## config.mk

```make
export PLATFORM = sky130hd
export DESIGN_NAME = rgb_to_yuv420_converter
export DESIGN_NICKNAME = d
export VERILOG_FILES = /design/src/design/rgb2yuv_pkg.sv /design/src/design/rgb_to_yuv420_converter.sv /design/src/design/rgb2yuv_front.sv /design/src/design/rgb2yuv_queue.sv /design/src/design/rgb2yuv_back.sv
export SDC_FILE = /design/constraint.sdc
export NUM_CORES = 1
export LEC_CHECK = 0
export BUFFER_PORTS_ARGS = -buffer_cell sky130_fd_sc_hd__buf_2
export CAP_MARGIN = 20
export CORE_MARGIN = 2
export CORE_UTILIZATION = 40
export CTS_CLUSTER_DIAMETER = 50
export DETAILED_ROUTE_END_ITERATION = 12
export SLEW_MARGIN = 5
export SYNTH_ARGS = -nofsm -noshare
export SYNTH_HDL_FRONTEND = slang
export SYNTH_HIERARCHICAL = 1
export SYNTH_SLANG_ARGS = --single-unit
export TNS_END_PERCENT = 1
```

## constraint.sdc

```tcl
create_clock -name clk -period 14.4 [get_ports clk]
set_input_delay 2.88 -clock clk [delete_from_list [all_inputs] [get_ports clk]]
set_output_delay 2.88 -clock clk [all_outputs]
set_load 0.05 [all_outputs]
```

## src/design/rgb2yuv_pkg.sv

```systemverilog
package rgb2yuv_pkg;

    // Widths of the configuration registers, the clamp arithmetic, the register index and the pixel indexes.
    localparam int DIM_W = 13;
    localparam int CMP_W = 14;
    localparam int CFG_INDEX_W = 2;
    localparam int LUMA_INDEX_W = 24;
    localparam int CHROMA_INDEX_W = 22;

    // Register indexes on the configuration port.
    localparam logic [CFG_INDEX_W-1:0] REG_FRAME_WIDTH  = 2'd0;
    localparam logic [CFG_INDEX_W-1:0] REG_FRAME_HEIGHT = 2'd1;

    localparam logic [DIM_W-1:0] FRAME_WIDTH_RESET  = 13'd640;
    localparam logic [DIM_W-1:0] FRAME_HEIGHT_RESET = 13'd480;
    localparam logic [CMP_W-1:0] FRAME_WIDTH_MIN    = 14'd2;
    localparam logic [CMP_W-1:0] FRAME_HEIGHT_MIN   = 14'd1;

    // BT.601 integer coefficients, scaled by 256.
    localparam logic signed [8:0] Y_R  = 9'sd66;
    localparam logic signed [8:0] Y_G  = 9'sd129;
    localparam logic signed [8:0] Y_B  = 9'sd25;
    localparam logic signed [8:0] CB_R = -9'sd38;
    localparam logic signed [8:0] CB_G = -9'sd74;
    localparam logic signed [8:0] CB_B = 9'sd112;
    localparam logic signed [8:0] CR_R = 9'sd112;
    localparam logic signed [8:0] CR_G = -9'sd94;
    localparam logic signed [8:0] CR_B = -9'sd18;
    localparam logic [7:0] LUMA_OFFSET   = 8'd16;
    localparam logic [7:0] CHROMA_OFFSET = 8'd128;

    typedef struct packed {
        logic [7:0] red;
        logic [7:0] green;
        logic [7:0] blue;
    } pixel_t;

    typedef struct packed {
        logic [7:0]                luma;
        logic [LUMA_INDEX_W-1:0]   luma_index;
        logic                      chroma_valid;
        logic [7:0]                blue_diff;
        logic [7:0]                red_diff;
        logic [CHROMA_INDEX_W-1:0] chroma_index;
        logic                      frame_end;
    } result_t;

    // One classified pixel, as it waits between the front and the back.
    typedef struct packed {
        pixel_t                    pix;
        logic [LUMA_INDEX_W-1:0]   luma_index;
        logic                      chroma_valid;
        logic [CHROMA_INDEX_W-1:0] chroma_index;
        logic                      frame_end;
    } job_t;

endpackage

```

## src/design/rgb_to_yuv420_converter.sv

```systemverilog
// Path: an accepted pixel request is written into the two-entry queue, then popped into
// the output result register, from which the result is valid.
// Throughput: one pixel per clock while result_stall is low; the counters in the front
// and the single arithmetic stage in the back each handle one pixel a cycle.
// Reset (rst_n, asynchronous, active low) clears the position counters and the queue,
// and loads frame_width with 640 and frame_height with 480.
module rgb_to_yuv420_converter
    import rgb2yuv_pkg::*;
#(
    parameter int MAX_WIDTH  = 4096,
    parameter int MAX_HEIGHT = 4096
) (
    input  logic                   clk,
    input  logic                   rst_n,
    // Configuration writes take effect at once; the counters are kept.
    input  logic                   cfg_write_en,
    input  logic [CFG_INDEX_W-1:0] cfg_index,
    input  logic [DIM_W-1:0]       cfg_data,
    // Pixel requests in raster order.
    input  logic                   pixel_valid,
    output logic                   pixel_stall,
    input  pixel_t                 pixel,
    // One result request per pixel.
    output logic                   result_valid,
    input  logic                   result_stall,
    output result_t                result
);

    // The front tracks column, row, luma and chroma positions, classifies every
    // pixel (chroma sample or not, last of the frame) and pushes it into a
    // two-entry queue. The back pops the queue, computes Y, Cb and Cr and holds
    // the result in an output register. The queue lets the front keep taking
    // pixels while a finished result waits to be taken.

    logic push;
    logic pop;
    logic queue_full;
    logic head_valid;
    job_t push_job;
    job_t head_job;

    assign pixel_stall = queue_full;

    rgb2yuv_front #(
        .MAX_WIDTH  (MAX_WIDTH),
        .MAX_HEIGHT (MAX_HEIGHT)
    ) u_front (
        .clk          (clk),
        .rst_n        (rst_n),
        .cfg_write_en (cfg_write_en),
        .cfg_index    (cfg_index),
        .cfg_data     (cfg_data),
        .pixel_valid  (pixel_valid),
        .pixel        (pixel),
        .queue_full   (queue_full),
        .push         (push),
        .job          (push_job)
    );

    rgb2yuv_queue u_queue (
        .clk        (clk),
        .rst_n      (rst_n),
        .push       (push),
        .push_job   (push_job),
        .full       (queue_full),
        .pop        (pop),
        .head_valid (head_valid),
        .head_job   (head_job)
    );

    rgb2yuv_back u_back (
        .clk          (clk),
        .rst_n        (rst_n),
        .head_valid   (head_valid),
        .head_job     (head_job),
        .pop          (pop),
        .result_valid (result_valid),
        .result_stall (result_stall),
        .result       (result)
    );

endmodule

```

## src/design/rgb2yuv_front.sv

```systemverilog
module rgb2yuv_front
    import rgb2yuv_pkg::*;
#(
    parameter int MAX_WIDTH  = 4096,
    parameter int MAX_HEIGHT = 4096
) (
    input  logic                   clk,
    input  logic                   rst_n,
    input  logic                   cfg_write_en,
    input  logic [CFG_INDEX_W-1:0] cfg_index,
    input  logic [DIM_W-1:0]       cfg_data,
    input  logic                   pixel_valid,
    input  pixel_t                 pixel,
    input  logic                   queue_full,
    output logic                   push,
    output job_t                   job
);

    localparam int CW = $clog2(MAX_WIDTH);
    localparam int RW = (MAX_HEIGHT > 1) ? $clog2(MAX_HEIGHT) : 1;

    logic [DIM_W-1:0]          frame_width_reg;
    logic [DIM_W-1:0]          frame_height_reg;
    logic [CW-1:0]             column_count_reg, column_count_next;
    logic [RW-1:0]             row_count_reg, row_count_next;
    logic [LUMA_INDEX_W-1:0]   pixel_count_reg, pixel_count_next;
    logic [CHROMA_INDEX_W-1:0] chroma_count_reg, chroma_count_next;

    logic [CMP_W-1:0] width_raw, height_raw, width_eff, height_eff;
    logic             chroma, row_last, frame_last;

    always_ff @(posedge clk or negedge rst_n)
    begin
        if (!rst_n)
        begin
            frame_width_reg  <= FRAME_WIDTH_RESET;
            frame_height_reg <= FRAME_HEIGHT_RESET;
        end
        else if (cfg_write_en)
        begin
            if (cfg_index == REG_FRAME_WIDTH)
            begin
                frame_width_reg <= cfg_data;
            end
            else if (cfg_index == REG_FRAME_HEIGHT)
            begin
                frame_height_reg <= cfg_data;
            end
        end
    end

    always_comb
    begin
        width_raw  = CMP_W'(frame_width_reg);
        height_raw = CMP_W'(frame_height_reg);
        if (width_raw < FRAME_WIDTH_MIN)
            width_eff = FRAME_WIDTH_MIN;
        else if (width_raw > CMP_W'(MAX_WIDTH))
            width_eff = CMP_W'(MAX_WIDTH);
        else
            width_eff = width_raw;
        if (height_raw < FRAME_HEIGHT_MIN)
            height_eff = FRAME_HEIGHT_MIN;
        else if (height_raw > CMP_W'(MAX_HEIGHT))
            height_eff = CMP_W'(MAX_HEIGHT);
        else
            height_eff = height_raw;

        chroma     = !row_count_reg[0] && !column_count_reg[0];
        row_last   = (CMP_W'(column_count_reg) + CMP_W'(1)) >= width_eff;
        frame_last = row_last && ((CMP_W'(row_count_reg) + CMP_W'(1)) >= height_eff);
    end

    assign push = pixel_valid && !queue_full;

    always_comb
    begin
        job.pix          = pixel;
        job.luma_index   = pixel_count_reg;
        job.chroma_valid = chroma;
        job.chroma_index = chroma ? chroma_count_reg : '0;
        job.frame_end    = frame_last;
    end

    always_comb
    begin
        column_count_next = column_count_reg;
        row_count_next    = row_count_reg;
        pixel_count_next  = pixel_count_reg;
        chroma_count_next = chroma_count_reg;
        if (push)
        begin
            if (frame_last)
            begin
                column_count_next = '0;
                row_count_next    = '0;
                pixel_count_next  = '0;
                chroma_count_next = '0;
            end
            else
            begin
                pixel_count_next = pixel_count_reg + LUMA_INDEX_W'(1);
                if (chroma)
                    chroma_count_next = chroma_count_reg + CHROMA_INDEX_W'(1);
                if (row_last)
                begin
                    column_count_next = '0;
                    row_count_next    = row_count_reg + RW'(1);
                end
                else
                begin
                    column_count_next = column_count_reg + CW'(1);
                end
            end
        end
    end

    always_ff @(posedge clk or negedge rst_n)
    begin
        if (!rst_n)
        begin
            column_count_reg <= '0;
            row_count_reg    <= '0;
            pixel_count_reg  <= '0;
            chroma_count_reg <= '0;
        end
        else
        begin
            column_count_reg <= column_count_next;
            row_count_reg    <= row_count_next;
            pixel_count_reg  <= pixel_count_next;
            chroma_count_reg <= chroma_count_next;
        end
    end

endmodule

```

## src/design/rgb2yuv_queue.sv

```systemverilog
module rgb2yuv_queue
    import rgb2yuv_pkg::*;
(
    input  logic clk,
    input  logic rst_n,
    input  logic push,
    input  job_t push_job,
    output logic full,
    input  logic pop,
    output logic head_valid,
    output job_t head_job
);

    job_t       entry_reg [2];
    logic       wr_ptr_reg, wr_ptr_next;
    logic       rd_ptr_reg, rd_ptr_next;
    logic [1:0] count_reg, count_next;

    assign full       = count_reg == 2'd2;
    assign head_valid = count_reg != 2'd0;
    assign head_job   = entry_reg[rd_ptr_reg];

    always_comb
    begin
        wr_ptr_next = push ? !wr_ptr_reg : wr_ptr_reg;
        rd_ptr_next = pop ? !rd_ptr_reg : rd_ptr_reg;
        count_next  = count_reg + 2'(push) - 2'(pop);
    end

    always_ff @(posedge clk)
    begin
        if (push)
        begin
            entry_reg[wr_ptr_reg] <= push_job;
        end
    end

    always_ff @(posedge clk or negedge rst_n)
    begin
        if (!rst_n)
        begin
            wr_ptr_reg <= 1'b0;
            rd_ptr_reg <= 1'b0;
            count_reg  <= 2'd0;
        end
        else
        begin
            wr_ptr_reg <= wr_ptr_next;
            rd_ptr_reg <= rd_ptr_next;
            count_reg  <= count_next;
        end
    end

endmodule

```

## src/design/rgb2yuv_back.sv

```systemverilog
module rgb2yuv_back
    import rgb2yuv_pkg::*;
(
    input  logic    clk,
    input  logic    rst_n,
    input  logic    head_valid,
    input  job_t    head_job,
    output logic    pop,
    output logic    result_valid,
    input  logic    result_stall,
    output result_t result
);

    logic    valid_reg, valid_next;
    result_t result_reg;
    result_t computed;

    logic signed [17:0] r, g, b;
    logic signed [17:0] y_sum, cb_sum, cr_sum;

    assign pop = head_valid && (!valid_reg || !result_stall);

    always_comb
    begin
        r = $signed({10'd0, head_job.pix.red});
        g = $signed({10'd0, head_job.pix.green});
        b = $signed({10'd0, head_job.pix.blue});

        y_sum  = 18'(Y_R * r) + 18'(Y_G * g) + 18'(Y_B * b);
        cb_sum = 18'(CB_R * r) + 18'(CB_G * g) + 18'(CB_B * b);
        cr_sum = 18'(CR_R * r) + 18'(CR_G * g) + 18'(CR_B * b);

        // Bits 15:8 are the floor of the sum over 256, kept modulo 256.
        computed.luma         = y_sum[15:8] + LUMA_OFFSET;
        computed.luma_index   = head_job.luma_index;
        computed.chroma_valid = head_job.chroma_valid;
        computed.blue_diff    = head_job.chroma_valid ? (cb_sum[15:8] + CHROMA_OFFSET) : '0;
        computed.red_diff     = head_job.chroma_valid ? (cr_sum[15:8] + CHROMA_OFFSET) : '0;
        computed.chroma_index = head_job.chroma_index;
        computed.frame_end    = head_job.frame_end;
    end

    always_comb
    begin
        if (pop)
            valid_next = 1'b1;
        else if (result_stall)
            valid_next = valid_reg;
        else
            valid_next = 1'b0;
    end

    always_ff @(posedge clk)
    begin
        if (pop)
        begin
            result_reg <= computed;
        end
    end

    always_ff @(posedge clk or negedge rst_n)
    begin
        if (!rst_n)
        begin
            valid_reg <= 1'b0;
        end
        else
        begin
            valid_reg <= valid_next;
        end
    end

    assign result_valid = valid_reg;
    assign result       = result_reg;

endmodule
```

==> impl_metrics.env, run 1 <==
export IMPL_async_flop_share_pct=31.9
export IMPL_overflow=0
export IMPL_via_per_inst=5.05
export IMPL_grt_pass1_wl_um=74400
export IMPL_syn_num_nets=2227
export IMPL_start_kind="flop"
export IMPL_ant_nets=0
export IMPL_ys_types=79
export IMPL_synth_xor_xnor_area_share_pct=4.38
export IMPL_yosys_area_share_simple_pct=8.66
export IMPL_synthAdderAreaFrac_pct=25.5
export IMPL_cts_root_buffer="clkbuf_16"
export IMPL_htreeDepth=2
export IMPL_die_area_sq_um=56500
export IMPL_ctsLongestPathBuffers=3
export IMPL_post_route_util_pct=45.2
export IMPL_post_cts_buffers=0
export IMPL_arrival_ns=8.01
export IMPL_grt_max_degree=81
export IMPL_stdcell_count=2642
export IMPL_nFillCells=4882
export IMPL_slew_viol_final=0
export IMPL_crit_path_max_incr_delay_ns=0.89
export IMPL_wire_per_inst_um=17.7
export IMPL_ys_ff_latch=317
export IMPL_largest_reg_flops=144
export IMPL_yosysSeqAreaShare_pct=41.3
export IMPL_cts_tree="done"
export IMPL_max_clock_freq_mhz=130
export IMPL_tns_ns=0
export IMPL_drtIter0Drc=564
export IMPL_drc=0
export IMPL_fin_ws_ns=6.69
export IMPL_numCtsBuffers=41
export IMPL_synth_compound_area_share_pct=7.22
export IMPL_chipHeight_um=238
export IMPL_mostFrequentLayoutCell="ha_1"
export IMPL_grt_pass1_vias=14000
export IMPL_maxCapViolCount=0
export IMPL_syn_inst=1801
export IMPL_fin_crit_ns=7.71
export IMPL_insertion_delay_ns=0.57
export IMPL_hp_class="reg2reg"
export IMPL_areaGrowthSynthToFinish_pct=11.6
export IMPL_synth_top_family_by_area="adder cells"
export IMPL_setup_violations=0
export IMPL_dpl_hpwl_um=35600
export IMPL_final_cell_mix="ha_1, inv_1, edfxtp_1"
export IMPL_drive_gt1_share_pct=16.9
export IMPL_yosysWarnings=6
export IMPL_portBuffers=117
export IMPL_ioPinCount=118
export IMPL_row_count=85
export IMPL_initial_core_util_pct=40.5
export IMPL_post_cts_resized=0
export IMPL_slew_headroom_pct=30.5
export IMPL_cp_required_ns=14.70
export IMPL_cts_sinks=317
export IMPL_die_width_um=238
export IMPL_layout_nets=2340
export IMPL_dp_cells=2566
export IMPL_fin_skew_ns=0.0230
export IMPL_hold_buffers=0
export IMPL_place_congestion=0.854
export IMPL_wl_um=46800
export IMPL_first_pass_iters=4
export IMPL_worst_path_max_delay_cell="dfrtp_4"
export IMPL_num_antenna_cells=0
export IMPL_synth_edff_count=216
export IMPL_core_sq_um=53900
export IMPL_path_class="reg2reg"
export IMPL_grt_usage_pct=16.7
export IMPL_cts_clk_slew_worst_paths_ns=0.06
export IMPL_finalHoldViolations=0
export IMPL_end_kind="flop"
export IMPL_post_route_period_util_pct=53.5
export IMPL_netlist_area_sq_um=21800
export IMPL_outcome="completed"
export IMPL_rsz0062_at_grt="false"
export IMPL_tightest_slew_ns=1.04
export IMPL_antenna_found_initial=4
export IMPL_synth_main_ff_cell="edfxtp_1"
export IMPL_critPathMaxFanout=38
export IMPL_dp_slack_ns=6.68
export IMPL_avgSynthCellArea_sq_um=12.1
export IMPL_vias=13300
export IMPL_muxShareOfSynthArea_pct=6.54
-- stage by stage --
stage / area [sq um] / hold WS, ns
2_1_floorplan: 21800 / 0.455
3_3_place_gp: 22900 / 0.478
3_5_place_dp: 22900 / 0.483
4_1_cts: 24300 / 0.502
5_1_grt: 24400 / 0.531
6_report: 24400 / 0.503
-- cells in the mapped netlist, types with 8 or more instances --
master    instances  area [sq um]
a21o_1           22           165
a21oi_1          52           260
a22o_1           20           175
and2_1           44           275
and3_1           18           113
buf_4            27           203
clkbuf_1         16          60.1
dfrtp_1          95          2380
edfxtp_1        216          6490
fa_1            106          2120
ha_1            276          3450
inv_1           249           935
mux2_2           34           383
mux2_4           69          1040
nand2_1          87           327
nand2b_1          8          50.1
nand3_1          41           205
nand3b_1          8          60.1
nand4_1          15          93.8
nor2_1           59           221
nor2b_1          18           113
nor3_1           25           125
nor4_1           12          75.1
o21a_1            9          67.6
o21ai_0          42           210
o21bai_1         18           135
xnor2_1          71           622
xor2_1           31           272
-- critical path: cells and delay by family, from the launching register on --
kind            cells  cell delay [ns]
fa+ha+maj           6             2.42
flops               1             0.89
buf+inv             4             0.88
simple gates        4             0.94
mux                 2             0.54
compound gates      8             1.24
xor+xnor            3             0.50
-- worst paths after layout --
| path | end | startpoint | slack, ns | cells past startpoint |
|---|---|---|---|---|
| min in group asynchronous | u_front/pixel_count_reg[12] | rst_n | 2.20 | 1 |
| max in group asynchronous | u_front/frame_height_reg[7] | rst_n | 11.12 | 3 |
| setup reg to reg | u_back/result[38] | u_queue/rd_ptr_reg | 6.69 | 27 |
| hold / removal | u_queue/entry_reg[0][47] | u_front/pixel_count_reg[23] | 0.50 | 0 |
| setup / recovery | u_back/result[38] | u_queue/rd_ptr_reg | 6.69 | 27 |
| hold reg to reg | u_queue/entry_reg[0][47] | u_front/pixel_count_reg[23] | 0.50 | 0 |
-- cell type report --
class	instances	area, sq um	area share (%)
clock inverters	23	293	1.20
flip-flops and latches	317	9020	37.0
well taps	696	871	3.57
repair buffers	128	688	2.82
multi-input cells	1176	11500	47.0
clock buffers	52	1110	4.54
inverters	250	938	3.85
-- routing by layer --
layer  part of all wire, %  GRT usage [%]  up-vias
met2                    52           30.3      173
met1                    43           20.6     6615
li1                      -              -     6491
met3                   3.2           2.66       57
met4                   2.3           4.67        4
met5                 0.058              0        -
-- cells by family after synthesis --
| logic type | after synthesis |
|---|---|
| AO/OA/AOI/OAI | 223 |
| multiplexers | 104 |
| buffers and inverters | 308 |
| AND/OR/NAND/NOR | 362 |
| adder cells (fa/ha/maj) | 382 |
| XOR/XNOR | 105 |
| flip-flops | 317 |
Power of run 1 is not shown: default switching activity piles up to over one toggle a cycle in this logic, so the estimate is an artifact.
==> inputs of run 2 (changes only) <==
--- a/config.mk
+++ b/config.mk
@@ -5,6 +5,7 @@
 export SDC_FILE = /design/constraint.sdc
 export NUM_CORES = 1
 export LEC_CHECK = 0
+export ABC_AREA = 1
 export BUFFER_PORTS_ARGS = -buffer_cell sky130_fd_sc_hd__buf_2
 export CAP_MARGIN = 20
 export CORE_MARGIN = 2
==> constraint.sdc (replaced) <==
create_clock -name clk -period 7.3 [get_ports clk]
set_input_delay 1.46 -clock clk [delete_from_list [all_inputs] [get_ports clk]]
set_output_delay 1.46 -clock clk [all_outputs]
set_load 0.05 [all_outputs]
==> run 2 against run 1 <==
Count of clock-buffer cells in the layout decreased by 5. Sequential cell count unchanged. Cell count increased by 33%. Critical path type unchanged.
==> impl_metrics.env, run 2 <==
export IMPL_outcome="completed"
export IMPL_die_width_um=246
export IMPL_grt_usage_pct=18.3
export IMPL_first_pass_iters=5
export IMPL_crit_path_max_incr_delay_ns=0.73
export IMPL_synth_edff_count=216
export IMPL_cp_required_ns=7.61
export IMPL_yosysTopAreaCellShare_pct=27.7
export IMPL_ioPinCount=118
export IMPL_synth_area_leaders="edfxtp_1, ha_1, dfrtp_1, fa_1, nand2_1"
export IMPL_fin_area_sq_um=26200
export IMPL_wl_um=54100
export IMPL_hold_buffers=0
export IMPL_async_flop_share_pct=31.9
export IMPL_core_sq_um=57800
export IMPL_crit_top_cell="nand2_1"
export IMPL_numCtsBuffers=42
export IMPL_tightest_slew_ns=0.967
export IMPL_max_clock_freq_mhz=152
export IMPL_grt_pass1_vias=17100
export IMPL_die_area_sq_um=60600
export IMPL_yosysMostFrequentCell="nand2_1"
export IMPL_finalHoldViolations=0
export IMPL_cts_clk_slew_worst_paths_ns=0.06
export IMPL_yosysWarnings=6
export IMPL_post_cts_resized=0
export IMPL_slew_viol_final=0
export IMPL_dp_slack_ns=0.766
export IMPL_multiInputGateArea_sq_um=12000
export IMPL_ant_nets=0
export IMPL_drc=0
export IMPL_insertion_delay_ns=0.58
export IMPL_via_per_inst=4.81
export IMPL_fin_crit_ns=6.57
export IMPL_syn_num_nets=3020
export IMPL_drive_gt1_share_pct=10.8
export IMPL_slew_headroom_pct=35.5
export IMPL_final_cell_mix="nand2_1, inv_1, ha_1"
export IMPL_antenna_found_initial=9
export IMPL_whs_ns=0.484
export IMPL_ctsLongestPathBuffers=3
export IMPL_critPathMaxFanout=63
export IMPL_synth_top_area_cell="edfxtp_1"
export IMPL_dpl_cell_area_sq_um=24800
export IMPL_overflow=0
export IMPL_wire_per_inst_um=15.4
export IMPL_setup_violations=0
export IMPL_worst_path_max_delay_cell="dfrtp_4"
export IMPL_cts_root_buffer="clkbuf_16"
export IMPL_vias=16900
export IMPL_nFillCells=5533
export IMPL_largest_reg_flops=144
export IMPL_initial_core_util_pct=40.6
export IMPL_fin_skew_ns=0.0342
export IMPL_ys_ff_latch=317
export IMPL_tns_ns=0
export IMPL_hp_class="reg2reg"
export IMPL_path_class="reg2reg"
export IMPL_cts_sinks=317
export IMPL_rsz0062_at_grt="false"
export IMPL_post_cts_buffers=0
export IMPL_fin_ws_ns=0.727
export IMPL_grt_max_degree=67
export IMPL_dpl_hpwl_um=42100
export IMPL_areaGrowthSynthToFinish_pct=11.8
export IMPL_end_kind="flop"
export IMPL_maxCapViolCount=0
export IMPL_htreeDepth=2
export IMPL_layout_nets=3143
export IMPL_ff_latch_area_sq_um=9020
export IMPL_critical_path_top_delay_family="adder cells"
export IMPL_avgSynthCellArea_sq_um=9.04
export IMPL_synth_main_ff_cell="edfxtp_1"
export IMPL_ys_types=61
export IMPL_syn_inst=2594
export IMPL_row_count=88
export IMPL_arrival_ns=6.89
export IMPL_portBuffers=117
export IMPL_worst_path_buf_inv=5
export IMPL_synthTopCellsByCount="nand2_1, inv_1, ha_1"
export IMPL_place_congestion=0.915
export IMPL_mostFrequentLayoutCell="nand2_1"
export IMPL_post_route_period_util_pct=90.0
export IMPL_grt_pass1_wl_um=87900
export IMPL_chipHeight_um=246
export IMPL_yosysSeqAreaShare_pct=38.5
export IMPL_netlist_area_sq_um=23400
export IMPL_start_kind="flop"
export IMPL_drtIter0Drc=858
export IMPL_cts_tree="done"
## run 2: layer usage
layer  wire length (um)  vias to the layer above  share of wire (%)  track usage, %
met2              26300                      260                 49            31.5
met5                 71                        -               0.13               0
li1                   -                     8551                  -               -
met1              23600                     8007                 44            23.1
met3               2780                       81                5.1            3.99
met4               1330                       12                2.5            5.45
## run 2: logic make-up (layout without fill, tap and decap cells)
group | Yosys count | after routing | share of synthesized area [%]
flip-flops | 317 | 317 | 38.5
AO/OA/AOI/OAI | 285 | 285 | 6.73
XOR/XNOR | 92 | 92 | 3.44
adder cells (fa/ha/maj) | 382 | 382 | 23.8
AND/OR/NAND/NOR | 916 | 916 | 17.1
buffers and inverters | 602 | 759 | 10.4
other | 0 | 2 | 0
## run 2: worst register-to-register path, stage by stage, from the launching register on
cell	delay, ns
dfrtp_4	0.73
buf_4	0.58
nand2_1	0.14
o21ai_1	0.51
inv_1	0.17
ha_1	0.33
inv_1	0.06
fa_1	0.48
inv_1	0.05
fa_1	0.53
inv_1	0.04
ha_1	0.35
a21oi_1	0.16
nand2_1	0.09
a21oi_2	0.15
nor2_1	0.06
nor2_1	0.11
xor2_1	0.18
fa_1	0.44
ha_1	0.43
nand2_1	0.11
nor3_1	0.23
a21oi_1	0.11
nand2_1	0.09
nand3_1	0.07
nand2_1	0.06
nor2_1	0.04
## run 2: worst paths after layout
path                            slack (ns)                    startpoint                      endpoint  cells after the start
worst min register to register        0.48  u_front/frame_height_reg[12]  u_front/frame_height_reg[12]                      2
worst min-delay path                  0.48  u_front/frame_height_reg[12]  u_front/frame_height_reg[12]                      2
worst max-delay path                  0.73            u_queue/rd_ptr_reg             u_back/result[30]                     26
worst max register to register        0.73            u_queue/rd_ptr_reg             u_back/result[30]                     26
min in group asynchronous             0.97                         rst_n  u_front/chroma_count_reg[17]                      1
max in group asynchronous             5.27                         rst_n   u_front/frame_height_reg[4]                      2
## run 2: stage by stage
step | std cells | util, %
5_1_grt | 3516 | 45.3
6_report | 3518 | 45.4
2_1_floorplan | 2594 | -
3_3_place_gp | 3435 | 42.9
3_5_place_dp | 3436 | 42.9
4_1_cts | 3514 | 45.3
## run 2: area by class of cell
type / count / area share, %
Inverter: 531 / 7.61
Antenna cell: 2 / 0.0191
Multi-Input combinational cell: 1675 / 45.8
Clock buffer: 47 / 4.08
Sequential cell: 317 / 34.4
Timing Repair Buffer: 150 / 3.27
Clock inverter: 31 / 1.18
Tap cell: 765 / 3.65
Power of run 2 is left out for the same reason.
